`config.mk`:
```
export PLATFORM = sky130hd
export DESIGN_NAME = nibble_link_frame_receiver_flat
export DESIGN_NICKNAME = d
export VERILOG_FILES = /design/src/hw/rtl/nlfr_pkg.sv /design/src/hw/rtl/nlfr_status_if.sv /design/src/hw/rtl/nlfr_result_if.sv /design/src/hw/rtl/nibble_link_frame_receiver.sv /design/src/flat_wrapper.sv
export SDC_FILE = /design/constraint.sdc
export NUM_CORES = 1
export LEC_CHECK = 0
export ABC_AREA = 1
export BUFFER_PORTS_ARGS = -buffer_cell sky130_fd_sc_hd__buf_4
export CORE_MARGIN = 2
export CORE_UTILIZATION = 59
export CTS_BUF_LIST = sky130_fd_sc_hd__clkbuf_8 sky130_fd_sc_hd__clkbuf_16
export DETAILED_ROUTE_END_ITERATION = 8
export HOLD_SLACK_MARGIN = 0.1
export PLACE_DENSITY = 0.77
export SLEW_MARGIN = 20
export SYNTH_ARGS = -nofsm -noshare
export SYNTH_HDL_FRONTEND = slang
export SYNTH_SLANG_ARGS = --single-unit
```
`constraint.sdc`:
```
create_clock -name clk -period 6 [get_ports clk]
set_clock_uncertainty 0.2 [all_clocks]
set_input_delay 0.6 -clock clk [delete_from_list [all_inputs] [get_ports clk]]
set_output_delay 0.6 -clock clk [all_outputs]
set_load 0.02 [all_outputs]
```
`src/hw/rtl/nlfr_pkg.sv`:
```
`default_nettype none

package nlfr_pkg;

  localparam int unsigned TIMER_WIDTH_DEFAULT = 16;

  localparam int unsigned LINES_W    = 5;
  localparam int unsigned NIBBLE_W   = 4;
  localparam int unsigned BYTE_W     = 8;
  localparam int unsigned LENGTH_W   = 16;
  localparam int unsigned TIMEOUT_W  = 16;
  localparam int unsigned RETRY_W    = 3;
  localparam int unsigned CFG_IDX_W  = 2;
  localparam int unsigned CFG_DATA_W = 16;

  // configuration register indexes
  localparam logic [CFG_IDX_W-1:0] CFG_NIBBLE_TIMEOUT = 2'd0;
  localparam logic [CFG_IDX_W-1:0] CFG_MAX_LENGTH     = 2'd1;
  localparam logic [CFG_IDX_W-1:0] CFG_MAX_RETRIES    = 2'd2;

  localparam logic [TIMEOUT_W-1:0] NIBBLE_TIMEOUT_RESET = 16'd3000;
  localparam logic [LENGTH_W-1:0]  MAX_LENGTH_RESET     = 16'd1500;
  localparam logic [RETRY_W-1:0]   MAX_RETRIES_RESET    = 3'd2;

  localparam logic [LENGTH_W-1:0] MIN_LENGTH = 16'd8;

  // line patterns
  localparam logic [LINES_W-1:0] PAT_START    = 5'h18;
  localparam logic [LINES_W-1:0] PAT_RECOVER  = 5'h10;
  localparam logic [LINES_W-1:0] DRV_START    = 5'h01;
  localparam logic [LINES_W-1:0] DRV_LOW_ACK  = 5'h10;
  localparam logic [LINES_W-1:0] DRV_HIGH_ACK = 5'h00;
  localparam logic [LINES_W-1:0] DRV_IDLE     = 5'h00;
  localparam int unsigned STROBE_BIT = 4;

  typedef enum logic [2:0] {
    EV_NONE     = 3'd0,
    EV_GOOD     = 3'd1,
    EV_CHECKSUM = 3'd2,
    EV_LENGTH   = 3'd3,
    EV_TIMEOUT  = 3'd4
  } frame_event_t;

endpackage

`default_nettype wire

```
`src/hw/rtl/nlfr_status_if.sv`:
```
`default_nettype none

interface nlfr_status_if;
  import nlfr_pkg::*;

  logic               valid;
  logic               ready;
  logic [LINES_W-1:0] status_lines;

  modport source (output valid, output status_lines, input ready);
  modport sink   (input valid, input status_lines, output ready);
endinterface

`default_nettype wire

```
`src/hw/rtl/nlfr_result_if.sv`:
```
`default_nettype none

interface nlfr_result_if;
  import nlfr_pkg::*;

  logic                valid;
  logic                ready;
  logic [LINES_W-1:0]  drive_lines;
  logic                byte_valid;
  logic [BYTE_W-1:0]   byte_value;
  logic                byte_last;
  frame_event_t        frame_event;
  logic [LENGTH_W-1:0] frame_length;
  logic                link_busy;

  modport source (
    output valid, output drive_lines, output byte_valid, output byte_value,
    output byte_last, output frame_event, output frame_length, output link_busy,
    input ready
  );
  modport sink (
    input valid, input drive_lines, input byte_valid, input byte_value,
    input byte_last, input frame_event, input frame_length, input link_busy,
    output ready
  );
endinterface

`default_nettype wire

```
`src/hw/rtl/nibble_link_frame_receiver.sv`:
```
// nibble-mode parallel link, receive side
// status: one word per microsecond tick, the five status lines (bit 4 is
//   the strobe, bits 3..0 a nibble)
// result: one word per status word, with the value to drive on D4..D0,
//   any data byte completed this tick (with a last flag), a frame event
//   (good, checksum, bad length, timeout abort) with the length field,
//   and a busy flag
// cfg_we/cfg_index/cfg_data: nibble timeout, maximum length and maximum
//   retries; write only while no word is in flight
// latency: a result word appears on the cycle after its status word is
//   taken; one status word is taken every cycle unless a result stalls; the
//   per-tick update is one pass of logic between the state and result registers
// a stalled result holds in its register and status ready drops until it
//   is taken; data bytes are not buffered, so downstream discards a frame
//   on an error event
// reset (rst, synchronous) leaves the link idle waiting for the start
//   pattern, the registers at their defaults and no result pending
`default_nettype none

module nibble_link_frame_receiver #(
  parameter int unsigned TIMER_WIDTH = nlfr_pkg::TIMER_WIDTH_DEFAULT
) (
  input  wire logic                          clk,
  input  wire logic                          rst,
  input  wire logic                          cfg_we,
  input  wire logic [nlfr_pkg::CFG_IDX_W-1:0]  cfg_index,
  input  wire logic [nlfr_pkg::CFG_DATA_W-1:0] cfg_data,
  nlfr_status_if.sink                        status,
  nlfr_result_if.source                      result
);
  import nlfr_pkg::*;

  typedef enum logic [2:0] {
    PH_IDLE    = 3'd0,
    PH_LEN_LO  = 3'd1,
    PH_LEN_HI  = 3'd2,
    PH_DATA    = 3'd3,
    PH_SUM     = 3'd4,
    PH_RECOVER = 3'd5
  } phase_t;

  logic [TIMEOUT_W-1:0] nibble_timeout;
  logic [LENGTH_W-1:0]  max_length;
  logic [RETRY_W-1:0]   max_retries;

  phase_t                 phase, phase_next;
  logic                   nibble_high, nibble_high_next;
  logic [BYTE_W-1:0]      assembled, assembled_next;
  logic [LENGTH_W-1:0]    length_value, length_value_next;
  logic [LENGTH_W-1:0]    byte_count, byte_count_next;
  logic [BYTE_W-1:0]      running_sum, running_sum_next;
  logic [TIMER_WIDTH-1:0] wait_count, wait_count_next;
  logic [RETRY_W-1:0]     retry_count, retry_count_next;
  logic [LINES_W-1:0]     prev_sample;
  logic [LINES_W-1:0]     drive, drive_next;

  logic                   out_valid;
  logic                   bvalid, blast;
  logic [BYTE_W-1:0]      bval;
  frame_event_t           ev;

  logic                   take;
  logic [LINES_W-1:0]     s;
  logic                   got;
  logic [BYTE_W-1:0]      b;
  logic [LENGTH_W-1:0]    length_hi;
  logic [TIMER_WIDTH-1:0] wait_inc;
  logic [TIMER_WIDTH-1:0] timeout_cmp;

  assign status.ready = !out_valid || result.ready;
  assign take         = status.valid && status.ready;
  assign s            = status.status_lines;

  assign timeout_cmp = TIMER_WIDTH'(nibble_timeout);
  assign wait_inc    = wait_count + TIMER_WIDTH'(1);
  assign got         = (s == prev_sample) && (s[STROBE_BIT] == nibble_high);
  assign b           = assembled | {s[NIBBLE_W-1:0], {NIBBLE_W{1'b0}}};
  assign length_hi   = {b, length_value[BYTE_W-1:0]};

  always_comb begin
    phase_next        = phase;
    nibble_high_next  = nibble_high;
    assembled_next    = assembled;
    length_value_next = length_value;
    byte_count_next   = byte_count;
    running_sum_next  = running_sum;
    wait_count_next   = wait_count;
    retry_count_next  = retry_count;
    drive_next        = drive;
    bvalid            = 1'b0;
    bval              = '0;
    blast             = 1'b0;
    ev                = EV_NONE;

    unique case (phase)
      PH_RECOVER: begin
        if (s == PAT_RECOVER) phase_next = PH_IDLE;
      end
      PH_LEN_LO, PH_LEN_HI, PH_DATA, PH_SUM: begin
        if (!got) begin
          wait_count_next = wait_inc;
          if (wait_inc == timeout_cmp) begin
            wait_count_next = '0;
            if (retry_count >= max_retries) ev = EV_TIMEOUT;
            else retry_count_next = retry_count + RETRY_W'(1);
          end
        end else if (!nibble_high) begin
          wait_count_next  = '0;
          assembled_next   = {{NIBBLE_W{1'b0}}, s[NIBBLE_W-1:0]};
          drive_next       = DRV_LOW_ACK;
          nibble_high_next = 1'b1;
        end else begin
          wait_count_next  = '0;
          assembled_next   = b;
          drive_next       = DRV_HIGH_ACK;
          nibble_high_next = 1'b0;
          unique case (phase)
            PH_LEN_LO: begin
              length_value_next = {{(LENGTH_W-BYTE_W){1'b0}}, b};
              phase_next        = PH_LEN_HI;
            end
            PH_LEN_HI: begin
              length_value_next = length_hi;
              if (length_hi > max_length || length_hi < MIN_LENGTH) begin
                ev = EV_LENGTH;
              end else begin
                byte_count_next  = '0;
                running_sum_next = '0;
                phase_next       = PH_DATA;
              end
            end
            PH_DATA: begin
              running_sum_next = running_sum + b;
              byte_count_next  = byte_count + LENGTH_W'(1);
              bvalid           = 1'b1;
              bval             = b;
              if (byte_count_next == length_value) begin
                blast      = 1'b1;
                phase_next = PH_SUM;
              end
            end
            default: begin
              // checksum byte
              if (b != running_sum) begin
                ev = EV_CHECKSUM;
              end else begin
                ev         = EV_GOOD;
                drive_next = DRV_IDLE;
                phase_next = PH_IDLE;
              end
            end
          endcase
        end
        if (ev == EV_CHECKSUM || ev == EV_LENGTH || ev == EV_TIMEOUT) begin
          drive_next = DRV_IDLE;
          phase_next = PH_RECOVER;
        end
      end
      default: begin
        phase_next = PH_IDLE;
        if (s == PAT_START) begin
          drive_next        = DRV_START;
          phase_next        = PH_LEN_LO;
          nibble_high_next  = 1'b0;
          retry_count_next  = '0;
          wait_count_next   = '0;
          length_value_next = '0;
        end
      end
    endcase
  end

  always_ff @(posedge clk) begin
    if (rst) begin
      nibble_timeout <= NIBBLE_TIMEOUT_RESET;
      max_length     <= MAX_LENGTH_RESET;
      max_retries    <= MAX_RETRIES_RESET;
    end else if (cfg_we) begin
      unique case (cfg_index)
        CFG_NIBBLE_TIMEOUT: nibble_timeout <= cfg_data;
        CFG_MAX_LENGTH:     max_length     <= cfg_data;
        CFG_MAX_RETRIES:    max_retries    <= cfg_data[RETRY_W-1:0];
        default: ;
      endcase
    end
  end

  always_ff @(posedge clk) begin
    if (rst) begin
      phase        <= PH_IDLE;
      nibble_high  <= 1'b0;
      assembled    <= '0;
      length_value <= '0;
      byte_count   <= '0;
      running_sum  <= '0;
      wait_count   <= '0;
      retry_count  <= '0;
      prev_sample  <= '0;
      drive        <= '0;
      out_valid    <= 1'b0;
    end else begin
      if (take) begin
        phase        <= phase_next;
        nibble_high  <= nibble_high_next;
        assembled    <= assembled_next;
        length_value <= length_value_next;
        byte_count   <= byte_count_next;
        running_sum  <= running_sum_next;
        wait_count   <= wait_count_next;
        retry_count  <= retry_count_next;
        prev_sample  <= s;
        drive        <= drive_next;
        out_valid    <= 1'b1;
      end else if (result.ready) begin
        out_valid <= 1'b0;
      end
    end
  end

  // result word payload
  always_ff @(posedge clk) begin
    if (take) begin
      result.drive_lines  <= drive_next;
      result.byte_valid   <= bvalid;
      result.byte_value   <= bval;
      result.byte_last    <= blast;
      result.frame_event  <= ev;
      result.frame_length <= (ev != EV_NONE) ? length_value_next : '0;
      result.link_busy    <= (phase_next != PH_IDLE);
    end
  end

  assign result.valid = out_valid;

  a_error_recovers: assert property (@(posedge clk) disable iff (rst)
    out_valid && (result.frame_event == EV_CHECKSUM || result.frame_event == EV_LENGTH ||
                  result.frame_event == EV_TIMEOUT)
    |-> phase == PH_RECOVER && result.drive_lines == DRV_IDLE)
    else $error("error event without recovery");

  a_good_idles: assert property (@(posedge clk) disable iff (rst)
    out_valid && result.frame_event == EV_GOOD |-> phase == PH_IDLE && !result.link_busy)
    else $error("good frame did not return to idle");

  a_byte_in_frame: assert property (@(posedge clk) disable iff (rst)
    out_valid && result.byte_valid |-> phase == PH_DATA || phase == PH_SUM)
    else $error("data byte outside data phase");

  a_start: assert property (@(posedge clk) disable iff (rst)
    take && phase == PH_IDLE && s == PAT_START
    |=> phase == PH_LEN_LO && result.drive_lines == DRV_START)
    else $error("start pattern not answered");

  a_hold_stall: assert property (@(posedge clk) disable iff (rst)
    out_valid && !result.ready |=> $stable(phase) && $stable(wait_count))
    else $error("state moved while result stalled");

endmodule

`default_nettype wire
```
`src/flat_wrapper.sv`:
```
// flat-port wrapper written by rule: the top's interface ports become plain ports
module nibble_link_frame_receiver_flat import nlfr_pkg::*;
#(
  parameter int unsigned TIMER_WIDTH = nlfr_pkg::TIMER_WIDTH_DEFAULT
)
  (clk, rst, cfg_we, cfg_index, cfg_data, status_valid, status_status_lines, status_ready, result_valid, result_drive_lines, result_byte_valid, result_byte_value, result_byte_last, result_frame_event, result_frame_length, result_link_busy, result_ready);
  nlfr_status_if status_i ();
  nlfr_result_if result_i ();
  input  wire logic clk;
  input  wire logic rst;
  input  wire logic cfg_we;
  input  wire logic [nlfr_pkg::CFG_IDX_W-1:0] cfg_index;
  input  wire logic [nlfr_pkg::CFG_DATA_W-1:0] cfg_data;
  input wire logic [$bits(status_i.valid)-1:0] status_valid;
  input wire logic [$bits(status_i.status_lines)-1:0] status_status_lines;
  output wire logic [$bits(status_i.ready)-1:0] status_ready;
  output wire logic [$bits(result_i.valid)-1:0] result_valid;
  output wire logic [$bits(result_i.drive_lines)-1:0] result_drive_lines;
  output wire logic [$bits(result_i.byte_valid)-1:0] result_byte_valid;
  output wire logic [$bits(result_i.byte_value)-1:0] result_byte_value;
  output wire logic [$bits(result_i.byte_last)-1:0] result_byte_last;
  output wire logic [$bits(result_i.frame_event)-1:0] result_frame_event;
  output wire logic [$bits(result_i.frame_length)-1:0] result_frame_length;
  output wire logic [$bits(result_i.link_busy)-1:0] result_link_busy;
  input wire logic [$bits(result_i.ready)-1:0] result_ready;
  assign status_i.valid = status_valid;
  assign status_i.status_lines = status_status_lines;
  assign status_ready = status_i.ready;
  assign result_valid = result_i.valid;
  assign result_drive_lines = result_i.drive_lines;
  assign result_byte_valid = result_i.byte_valid;
  assign result_byte_value = result_i.byte_value;
  assign result_byte_last = result_i.byte_last;
  assign result_frame_event = result_i.frame_event;
  assign result_frame_length = result_i.frame_length;
  assign result_link_busy = result_i.link_busy;
  assign result_i.ready = result_ready;
  nibble_link_frame_receiver #(.TIMER_WIDTH(TIMER_WIDTH)) u_core (.clk(clk), .rst(rst), .cfg_we(cfg_we), .cfg_index(cfg_index), .cfg_data(cfg_data), .status(status_i), .result(result_i));
endmodule
```
======== After elaboration in Yosys (flattened, before gate mapping) ========
Index checks and enable logic that the tools add are counted.
storage, ports and cells
  bits in registers ....................... 152
  bits of input ports ..................... 28
  output and inout port bits .............. 37
  logic and storage cells ................. 128
operators by class
  add/subtract/negate cells ............... 4
  $lt $le $gt $ge ......................... 3
  eq/ne operators ......................... 22
  mux-type cells .......................... 51
  bitwise operators ....................... 2
  reductions and logical operators ........ 25
operators with widths
  operator                                              count
  one-hot mux 16 bit (2 select lines)                   4
  2-to-1 mux 16 bit                                     7
  2-to-1 mux 3 bit                                      17
  adder 16 x 1 -> 16 bit (second input constant)        2
  == test 16 bit                                        2
  2-to-1 mux 5 bit                                      4
  one-hot mux 3 bit (2 select lines)                    3
  greater-than comparator 16 bit                        1
  < comparator 16 x 4 -> 1 bit (second input constant)  1
  2-to-1 mux 8 bit                                      2
  one-hot mux 8 bit (2 select lines)                    1
  == test 3 x 2 -> 1 bit (second input constant)        4
  AND reduction 6 bit                                   2
  == test 5 bit (second input constant)                 2
  one-hot mux 5 bit (2 select lines)                    1
  == test 3 bit (second input constant)                 3
  one-hot mux 3 bit (3 select lines)                    1
  AND reduction 3 bit                                   3
  adder 8 bit                                           1
  2-to-1 mux 1 bit                                      8
  inequality test 8 bit                                 1
  OR 8 bit                                              1
  AND reduction 4 bit                                   2
  inequality test 2 bit (second input constant)         3
  20 further kinds                                      31

======== Depth between registers and ports, before layout ========
Gate-level depths: netlist (run 1).
  depth in word-level cells ............... 14
  mapped depth ............................ 19
  mapped depth without buffers ............ 19

======== Worst setup path after synthesis (run 1) ========
No wires, ideal clock.
  path type ............................... input to register
  from .................................... input port result_ready
  to ...................................... register u_core.result.byte_last (enable)
  setup time .............................. 0.413 ns
  arrival ................................. 2.367 ns
  required time ........................... 5.387 ns
  setup slack ............................. 3.020 ns
  stages .................................. 5
  cell sequence ........................... inv_1 nand2_1 nand2_1 inv_1 clkbuf_1
between the ends
  longest elaborated chain between the ends .. 2
RTL lines
  element               line                               RTL
  from (decl)           flat_wrapper.sv:25                 input wire logic [$bits(result_i.ready)-1:0] result_ready;
  logical OR 1 bit      nibble_link_frame_receiver.sv:70   assign status.ready = !out_valid || result.ready;
  net status_ready      flat_wrapper.sv:16                 output wire logic [$bits(status_i.ready)-1:0] status_ready;
  logical AND 1 bit     nibble_link_frame_receiver.sv:71   assign take = status.valid && status.ready;
  net u_core.take       nibble_link_frame_receiver.sv:62   logic take;
  to (signal assigned)  nibble_link_frame_receiver.sv:226  result.byte_last <= blast;
  to (decl)             nlfr_result_if.sv:18               output byte_last, output frame_event, output frame_length, output link_busy,
The timed path passes the listed nets, and every way through them passes these cells.
A chain may end at the register's enable or synchronous reset.

======== Final worst setup path (run 1) ========
  from .................................... register u_core.out_valid, in the netlist u_core.result.valid
  to ...................................... register u_core.running_sum[5]
between the ends
  longest elaborated chain between the ends .. 4
RTL lines
  element                        line                               RTL
  from (decl)                    nibble_link_frame_receiver.sv:57   logic out_valid;
  from (signal assigned)         nibble_link_frame_receiver.sv:200  out_valid <= 1'b0;
  from (signal assigned)         nibble_link_frame_receiver.sv:213  out_valid <= 1'b1;
  from (signal assigned)         nibble_link_frame_receiver.sv:215  out_valid <= 1'b0;
  logical NOT 1 bit              nibble_link_frame_receiver.sv:70
  logical OR 1 bit               nibble_link_frame_receiver.sv:70
  logical AND 1 bit              nibble_link_frame_receiver.sv:71
  AND reduction 6 bit (no line)  -
  to (signal assigned)           nibble_link_frame_receiver.sv:208  running_sum <= running_sum_next;
  to (decl)                      nibble_link_frame_receiver.sv:51   logic [BYTE_W-1:0] running_sum, running_sum_next;
Every way passes these cells.

==> flow_summary.json, run 1 <==
{
  "cts.sinks": 152,
  "top_layer": "met4",
  "antenna_found_initial": 0,
  "die_w_um": 124,
  "leakagePower_nw": 4.23,
  "synth_edf_count": 35,
  "clk_latency_ns": 0.43,
  "post-route-drc-count": 0,
  "seq_area_um2": 3390,
  "hold_buffers": 0,
  "required_ns": 6.12,
  "num_vias": 8096,
  "post_dp_cell_area_um2": 9150,
  "htreeDepth": 4,
  "fp.dieH_um": 124,
  "clock_path_buffers": 2,
  "drv_cap": 0,
  "fp.coreArea_um2": 14400,
  "dr_wl_met2_um": 10300,
  "drt_wl_total_um": 22000,
  "synthFlopType": "dfxtp_1",
  "hpwlAfterDp_um": 15800,
  "core.rowCount": 44,
  "area_growth_pct": 14.2,
  "grt_usage_pct": 28.4,
  "die_area_um2": 15500,
  "ys_top_cells_by_area": "dfxtp_1 (27%), nand2_1 (14%), edfxtp_1 (12%)",
  "synth.net_count": 1269,
  "numCtsBuffers": 17,
  "final_nets": 1324,
  "synth_area_um2": 8560,
  "start_util_pct": 59.6,
  "fin_crit_ns": 3.45,
  "post_cts_buffers": 0,
  "grt_setup_unrepaired": "no",
  "hold_ws_ns": 0.190,
  "fin_tns_setup_ns": 0,
  "first_global_vias": 7291,
  "synth_cell_types": 48,
  "cp_common_cell": "nand2_1",
  "max_freq_ghz": 0.290,
  "io_pins": 65,
  "cts_tree": "built",
  "port_buffers": 64,
  "hold_class": "input port to register",
  "post_drt_wl_per_cell_um": 15.0,
  "synth_area_leader_cell": "dfxtp_1",
  "overflow": 0,
  "cp_max_fo": 59,
  "slew_viol_final": 0,
  "ys_warn_count": 0,
  "drive_gt1_share_pct": 11.9,
  "grt_start_max_net_pins": 63,
  "ir_worst_vdd_v": 0.000220,
  "slowest_delay_ns": 0.73,
  "root_buffer": "clkbuf_16",
  "crit_chain": "nand2_1 -> nand2_1 -> buf_4 -> clkinv_2 -> nand2_2 -> nor2_1 -> nand2_1 -> inv_2 -> o21ai_0 -> nor2_1",
  "outcome": "finished, final reports clean",
  "layout.cells.most_common": "nand2_1",
  "fill_cells": 1275,
  "multiInputGateArea_um2": 4380,
  "end_kind": "register",
  "grt_pass1_wl_um": 35500,
  "path_clk_slew_ns": 0.06,
  "total_power_mw": 2.53,
  "firstDrtPassIters": 6,
  "netlist_instances": 1211,
  "critPathKind": "register to register",
  "antenna_cells": 0,
  "synth_seq_cells": 152,
  "drt-met1-wl_um": 9380,
  "final_area_um2": 9780,
  "setup_viol": 0,
  "crit_slowest_cell": "clkinv_2",
  "cts_resized": 0,
  "mostFrequentLayoutCells": "nand2_1 (311), inv_1 (159), dfxtp_1 (117)",
  "fin_crit_sh_pct": 57.5,
  "netlist.area_leader.share_pct": 27.4,
  "async_reset_ff_share_pct": 0,
  "power_density_nw_per_um2": 258,
  "dr.first_iter.drc_count": 639,
  "final_hold_viol_count": 0,
  "ant_nets": 0,
  "avgSynthCellArea_um2": 7.07,
  "ys_seq_area_share_pct": 39.6,
  "vias_per_cell": 5.53,
  "routed-wl-met3_um": 1430,
  "cp.arrival_ns": 3.57,
  "gp_congestion": 0.887,
  "worst_pin_slew_ns": 0.956,
  "post-route-util_pct": 68.0,
  "cp-start-kind": "register",
  "slew_headroom_pct": 36.1
}
[final cells by class]
type | count | share of cell area, %
Sequential cell | 152 | 34.7
Multi-Input combinational cell | 858 | 44.8
Clock buffer | 19 | 4.75
Timing Repair Buffer | 67 | 5.14
Tap cell | 184 | 2.35
Inverter | 170 | 6.54
Clock inverter | 13 | 1.68
[final timing paths]
path	startpoint	endpoint	slack (ns)	depth (start not counted)
worst max-delay path	u_core.result.valid	u_core.running_sum[5]	2.55	10
worst min-delay path	cfg_data[5]	u_core.nibble_timeout[5]	0.19	3
worst min register to register	u_core.max_retries[2]	u_core.max_retries[2]	0.26	2
worst max register to register	u_core.result.valid	u_core.running_sum[5]	2.55	10
[per-layer routing]
layer | up-vias | track usage, %
met3 | 67 | 4.55
met2 | 304 | 46.8
li1 | 4074 | -
met4 | 0 | 13.9
met5 | - | 0
met1 | 3651 | 36.4
[state kept, by name, summed over array words and instances (netlist names), 5 cells and up]
register / cells
u_core.result.byte_value: 8
u_core.length_value: 16
u_core.assembled: 8
u_core.result.frame_length: 16
u_core.byte_count: 16
u_core.max_length: 16
u_core.nibble_timeout: 16
u_core.wait_count: 16
u_core.result.drive_lines: 5
u_core.drive: 5
u_core.prev_sample: 5
u_core.running_sum: 8
[power by group]
group | switching (mW) | internal [mW] | leakage, nW
registers | 0.0215 | 1.08 | 1.31
clock network | 0.449 | 0.693 | 0.303
logic | 0.189 | 0.0910 | 2.62
total | 0.659 | 1.87 | 4.23
[kinds of logic (layout without fill, tap and decap cells)]
kind of cell    after synthesis  after routing  share of synthesized area [%]
simple gates                601            601                           31.5
compound gates              213            213                           13.6
flops                       152            152                           39.6
fa+ha+maj                    30             30                           4.47
xor+xnor                     14             14                           1.59
buf+inv                     201            269                           9.19
[synth_stat cells, types with 2 or more instances]
cell type  count
nand4_1       24
buf_6          3
nor4_1         2
nor2_1       108
a211oi_1       3
nor3_1        10
ha_1          29
nand3_2        2
nand3_1       96
inv_1        159
or2_2          2
xor2_1         6
clkbuf_1      21
o211ai_1      14
dfxtp_1      117
a21oi_1      111
o21bai_2       2
nand2_2        7
or3_1          2
xnor2_1        7
nor2_4        14
nand3b_1       8
o21ai_1        4
buf_2          5
inv_2         10
nor2_2         8
edfxtp_1      35
o21ai_0       59
nand2_1      311
o22ai_1       14
[per-stage QoR]
step / setup slack, ns / cells
CTS: 2.71 / 1463
detailed placement: 2.34 / 1431
finish: 2.55 / 1463
global placement: 2.41 / 1431
floorplan: 3.02 / 1211
global route: 2.17 / 1463
[worst max-delay path: cells and delay by family, from the launching register on]
family | cells | cell delay [ns]
AO/OA/AOI/OAI | 1 | 0.22
buffers and inverters | 3 | 1.19
flip-flops | 1 | 0.33
AND/OR/NAND/NOR | 6 | 1.37
Note: power is estimated with default switching activity, not from simulation.
==> run 2, diff against run 1 <==
- clock period: 6 -> 3.2 ns (I/O delays scaled with it)
==> run 2 against run 1 <==
  * Core utilization rose by 2.5 points
  * Register-to-register slack got worse by 2.3 ns
  * First-iteration DRC count rose by 16%
  * Critical endpoint is now u_core.assembled[2]
==> flow_summary.json, run 2 (same netlist as run 1, synthesis figures left out) <==
{
  "grt_setup_unrepaired": "no",
  "fin_crit_ns": 3.03,
  "num_vias": 8404,
  "end_kind": "register",
  "critPathKind": "input port to register",
  "area_growth_pct": 18.4,
  "hold_ws_ns": 0.145,
  "vias_per_cell": 5.60,
  "io_pins": 65,
  "numCtsBuffers": 17,
  "final_hold_viol_count": 0,
  "final_nets": 1363,
  "reg2reg_to": "u_core.result.frame_length[10]",
  "required_ns": 3.36,
  "grt_usage_pct": 29.8,
  "hold_class": "input port to register",
  "die_w_um": 124,
  "grt_start_max_net_pins": 62,
  "fin_crit_sh_pct": 94.6,
  "r2r_cells": 14,
  "gp_congestion": 0.899,
  "start_util_pct": 59.6,
  "drv_cap": 0,
  "cts.sinks": 152,
  "fp.dieH_um": 124,
  "ant_nets": 0,
  "post_drt_wl_per_cell_um": 15.2,
  "place_inst": 1442,
  "fp.coreArea_um2": 14400,
  "dr.first_iter.drc_count": 741,
  "met3_usage_pct": 5.11,
  "port_buffers": 64,
  "r2r_slack_ns": 0.22,
  "ir_worst_vdd_v": 0.000345,
  "setup_viol": 0,
  "clk_latency_ns": 0.44,
  "slew_headroom_pct": 51.4,
  "cp.arrival_ns": 3.18,
  "post_cts_buffers": 0,
  "power_density_nw_per_um2": 463,
  "r2r_start": "u_core.assembled[6]",
  "leakagePower_nw": 4.42,
  "fin_tns_setup_ns": 0,
  "post-route-drc-count": 0,
  "stdcell_count": 1502,
  "cp-start-kind": "input port",
  "cts_tree": "built",
  "drt_wl_total_um": 22900,
  "hpwlAfterDp_um": 16400,
  "first_global_vias": 7627,
  "firstDrtPassIters": 6,
  "htreeDepth": 4,
  "crit_path_end": "u_core.assembled[2]",
  "antenna_found_initial": 0,
  "clock_path_buffers": 2,
  "drive_gt1_share_pct": 12.2,
  "slew_viol_final": 0,
  "path_clk_slew_ns": 0.06,
  "max_freq_ghz": 0.330,
  "cp_max_fo": 7,
  "hp-start": "cfg_we",
  "antenna_cells": 0,
  "grtUsageMet1_pct": 37.7,
  "top_usage_layer": "met2",
  "layout.cells.most_common": "nand2_1",
  "critPathLaunch": "status_status_lines[0]",
  "total_power_mw": 4.70,
  "root_buffer": "clkbuf_16",
  "setup_slack_ns": 0.172,
  "overflow": 0,
  "worst_pin_slew_ns": 0.730,
  "outcome": "finished, final reports clean",
  "mostFrequentLayoutCells": "nand2_1 (311), inv_1 (161), dfxtp_1 (117)",
  "die_area_um2": 15500,
  "grt_pass1_wl_um": 37300,
  "met2_usage_pct": 50.7,
  "pre_cts_ws_ns": 0.0708,
  "core.rowCount": 44
}
run 2: metrics by stage:
step | instance area, µm² | utilization (%)
6_report | 10100 | 70.6
5_1_grt | 10100 | 70.6
4_1_cts | 10100 | 70.6
3_5_place_dp | 9260 | 64.4
3_3_place_gp | 9260 | 64.4
2_1_floorplan | 8560 | -
run 2: how the worst min path moves through the flow:
stage / to / depth (start not counted)
after floorplan: u_core.max_length[11] / 2
after global placement: u_core.max_length[5] / 2
after detailed placement: u_core.max_length[5] / 2
after CTS: u_core.max_retries[2] / 5
after global routing: u_core.max_retries[2] / 5
final: u_core.max_retries[2] / 5
run 2: power breakdown:
part	switching (mW)	leakage, nW	internal [mW]
Clock	0.823	0.310	1.23
Sequential	0.0409	1.31	2.03
Combinational	0.365	2.80	0.203
Total	1.23	4.42	3.47
run 2: metal layers:
metal | vias to the layer above | wire [µm]
li1 | 4154 | -
met1 | 3870 | 9620
met2 | 328 | 11200
met3 | 52 | 1400
met4 | 0 | 679
met5 | - | 0
run 2: timing repair:
item	CTS	global route
resized for setup	0	0
hold endpoints to repair	46	0
hold buffers	28	0
run 2: critical path, stage by stage:
cell and delay [ns]:
dlygate4sd3_1 0.55, buf_4 0.16, or2_0 0.19, nand2_1 0.07, nand4_2 0.16, nor2_4 0.24
nor2_2 0.15, nor2_4 0.16, nand2_2 0.11, nor2_1 0.27, nand3_1 0.14, dlygate4sd3_1 0.58
o21ai_0 0.07
run 2: final cells by class:
| cell class | instances | area, µm² |
|---|---|---|
| clock buffers | 20 | 478 |
| clock inverters | 12 | 125 |
| fillers | 1171 | 4230 |
| inverters | 170 | 638 |
| multi-input cells | 858 | 4380 |
| flip-flops and latches | 152 | 3390 |
| well taps | 184 | 230 |
| repair buffers | 106 | 891 |
==> run 3, diff against run 2 <==
- BUFFER_PORTS_ARGS: -buffer_cell sky130_fd_sc_hd__buf_4 -> unset
- DONT_BUFFER_PORTS: unset -> 1
- MAX_ROUTING_LAYER: unset -> met4
- PLACE_DENSITY: 0.77 -> 0.74
==> run 3 against run 2 <==
  * Wire length shrank 0.56%
  * Total power shrank 0.48%
  * Critical path depth grew 2
  * First-iteration DRC count shrank 32%
  * Final cell count shrank 4.1%
  * Critical endpoint is now u_core.result.frame_length[10]
  * Largest cell class unchanged
==> flow_summary.json, run 3 (same netlist as run 1, synthesis figures left out) <==
{
  "r2r_cells": 15,
  "hold_ws_ns": 0.106,
  "cts.sinks": 152,
  "start_util_pct": 59.6,
  "p_comb_share_pct": 10.4,
  "post_drt_wl_per_cell_um": 15.8,
  "io_pins": 65,
  "final_hold_viol_count": 0,
  "area_growth_pct": 13.9,
  "holdPathStages": 3,
  "setup_slack_ns": 0.0803,
  "die_area_um2": 15500,
  "first_global_vias": 7618,
  "drive_gt1_share_pct": 8.76,
  "end_kind": "register",
  "drv_cap": 0,
  "hp-start": "cfg_index[1]",
  "switching_share_pct": 27.7,
  "antenna_cells": 0,
  "grt_pass1_wl_um": 36700,
  "slowest_delay_ns": 0.57,
  "critPathKind": "input port to register",
  "dr.first_iter.drc_count": 505,
  "reg2reg_to": "u_core.retry_count[2]",
  "mostFrequentLayoutCells": "nand2_1 (310), inv_1 (157), dfxtp_1 (116)",
  "slew_viol_final": 0,
  "max_freq_ghz": 0.321,
  "pre_cts_ws_ns": 0.253,
  "post_dp_cell_area_um2": 8750,
  "hold-path-endpoint": "u_core.nibble_timeout[3]",
  "overflow": 0,
  "post_cts_buffers": 0,
  "hold_class": "input port to register",
  "cts_tree": "built",
  "cp-start-kind": "input port",
  "leakagePower_nw": 4.10,
  "antenna_found_initial": 0,
  "cp_max_fo": 16,
  "switchingPower_mw": 1.30,
  "total_power_mw": 4.68,
  "grt_usage_pct": 30.1,
  "slew_headroom_pct": 57.3,
  "final_area_um2": 9760,
  "clk_latency_ns": 0.43,
  "r2r_slack_ns": 0.25,
  "post-route-drc-count": 0,
  "crit_chain": "dlygate4sd3_1 -> inv_2 -> nand2_2 -> ha_4 -> nor4_2 -> nand2_1 -> nor4_4 -> nand2_1 -> nand3_1 -> nor2_1 -> nor2_1 -> o21ai_2 -> inv_2 -> buf_12 -> a21oi_1",
  "r2r_start": "u_core.wait_count[1]",
  "clock_path_buffers": 2,
  "num_vias": 8199,
  "numCtsBuffers": 17,
  "cp.arrival_ns": 3.10,
  "outcome": "finished, final reports clean",
  "htreeDepth": 4,
  "final_nets": 1301,
  "p_clk_share_pct": 44.5,
  "cellInternalPower_mw": 3.38,
  "crit_slowest_cell": "dlygate4sd3_1",
  "fin_crit_sh_pct": 97.5,
  "port_buffers": 0,
  "firstDrtPassIters": 6,
  "setup_viol": 0,
  "worst_pin_slew_ns": 0.641,
  "drt_wl_total_um": 22700,
  "fp.dieH_um": 124,
  "gp_congestion": 0.923,
  "path_clk_slew_ns": 0.07,
  "grt_start_max_net_pins": 62,
  "vias_per_cell": 5.69,
  "seqPwrFrac_pct": 45.1,
  "root_buffer": "clkbuf_16",
  "core.rowCount": 44,
  "ir_worst_vdd_v": 0.000350,
  "hpwlAfterDp_um": 16300,
  "power_density_nw_per_um2": 479,
  "ant_nets": 0,
  "fin_tns_setup_ns": 0,
  "fin_crit_ns": 3.12,
  "die_w_um": 124,
  "fp.coreArea_um2": 14400,
  "required_ns": 3.18,
  "layout.cells.most_common": "nand2_1"
}
run 3: worst max-delay path by stage:
stage	from	to	slack, ns
final	status_status_lines[2]	u_core.result.frame_length[10]	0.08
after detailed placement	status_status_lines[2]	u_core.result.frame_length[10]	0.25
after global routing	status_status_lines[2]	u_core.result.frame_length[0]	-0.05
after global placement	status_status_lines[2]	u_core.result.frame_length[8]	0.31
after CTS	status_status_lines[2]	u_core.result.frame_length[10]	0.01
after floorplan	u_core.result.valid	u_core.result.byte_last	0.44
run 3: critical path, delay by kind of cell:
family	cells	cell delay [ns]
adder cells (fa/ha/maj)	1	0.27
AND/OR/NAND/NOR	8	1.43
AO/OA/AOI/OAI	2	0.15
buffers and inverters	4	0.92
run 3: layout make-up:
| type | instances | area (µm²) |
|---|---|---|
| timing repair buffer | 44 | 438 |
| tap | 184 | 230 |
| clock buffer | 17 | 425 |
| sequential | 152 | 3390 |
| multi-input combinational | 858 | 4440 |
| inverter | 170 | 638 |
| fill | 1191 | 4610 |
| clock inverter | 15 | 185 |
run 3: what timing repair did:
action / in CTS / in global routing
endpoints found under the setup margin: 0 / 18
hold endpoints to repair: 105 / 0
resized for setup: 0 / 14
hold buffers: 31 / 0
run 3: power by group through the flow:
stage / logic (mW) / registers [mW] / clock network [mW]
after floorplan: 0.332 / 2.13 / 0
after global placement: 0.412 / 2.15 / 0
after detailed placement: 0.419 / 2.15 / 0
after CTS: 0.475 / 2.11 / 2.09
after global routing: 0.544 / 2.11 / 2.18
final: 0.487 / 2.11 / 2.08
run 3: through the flow:
step                std cells  util, %
finish                   1440     67.9
global route             1440     67.9
CTS                      1440     67.5
detailed placement       1377     60.9
global placement         1377     60.9
floorplan                1211        -
run 3: metal layers:
| layer | GRT usage, % | vias up | wire [µm] |
|---|---|---|---|
| li1 | - | 4037 | - |
| met3 | 4.21 | 57 | 1400 |
| met2 | 50.3 | 349 | 11100 |
| met5 | - | - | 0 |
| met4 | 12.3 | 0 | 692 |
| met1 | 36.7 | 3756 | 9510 |
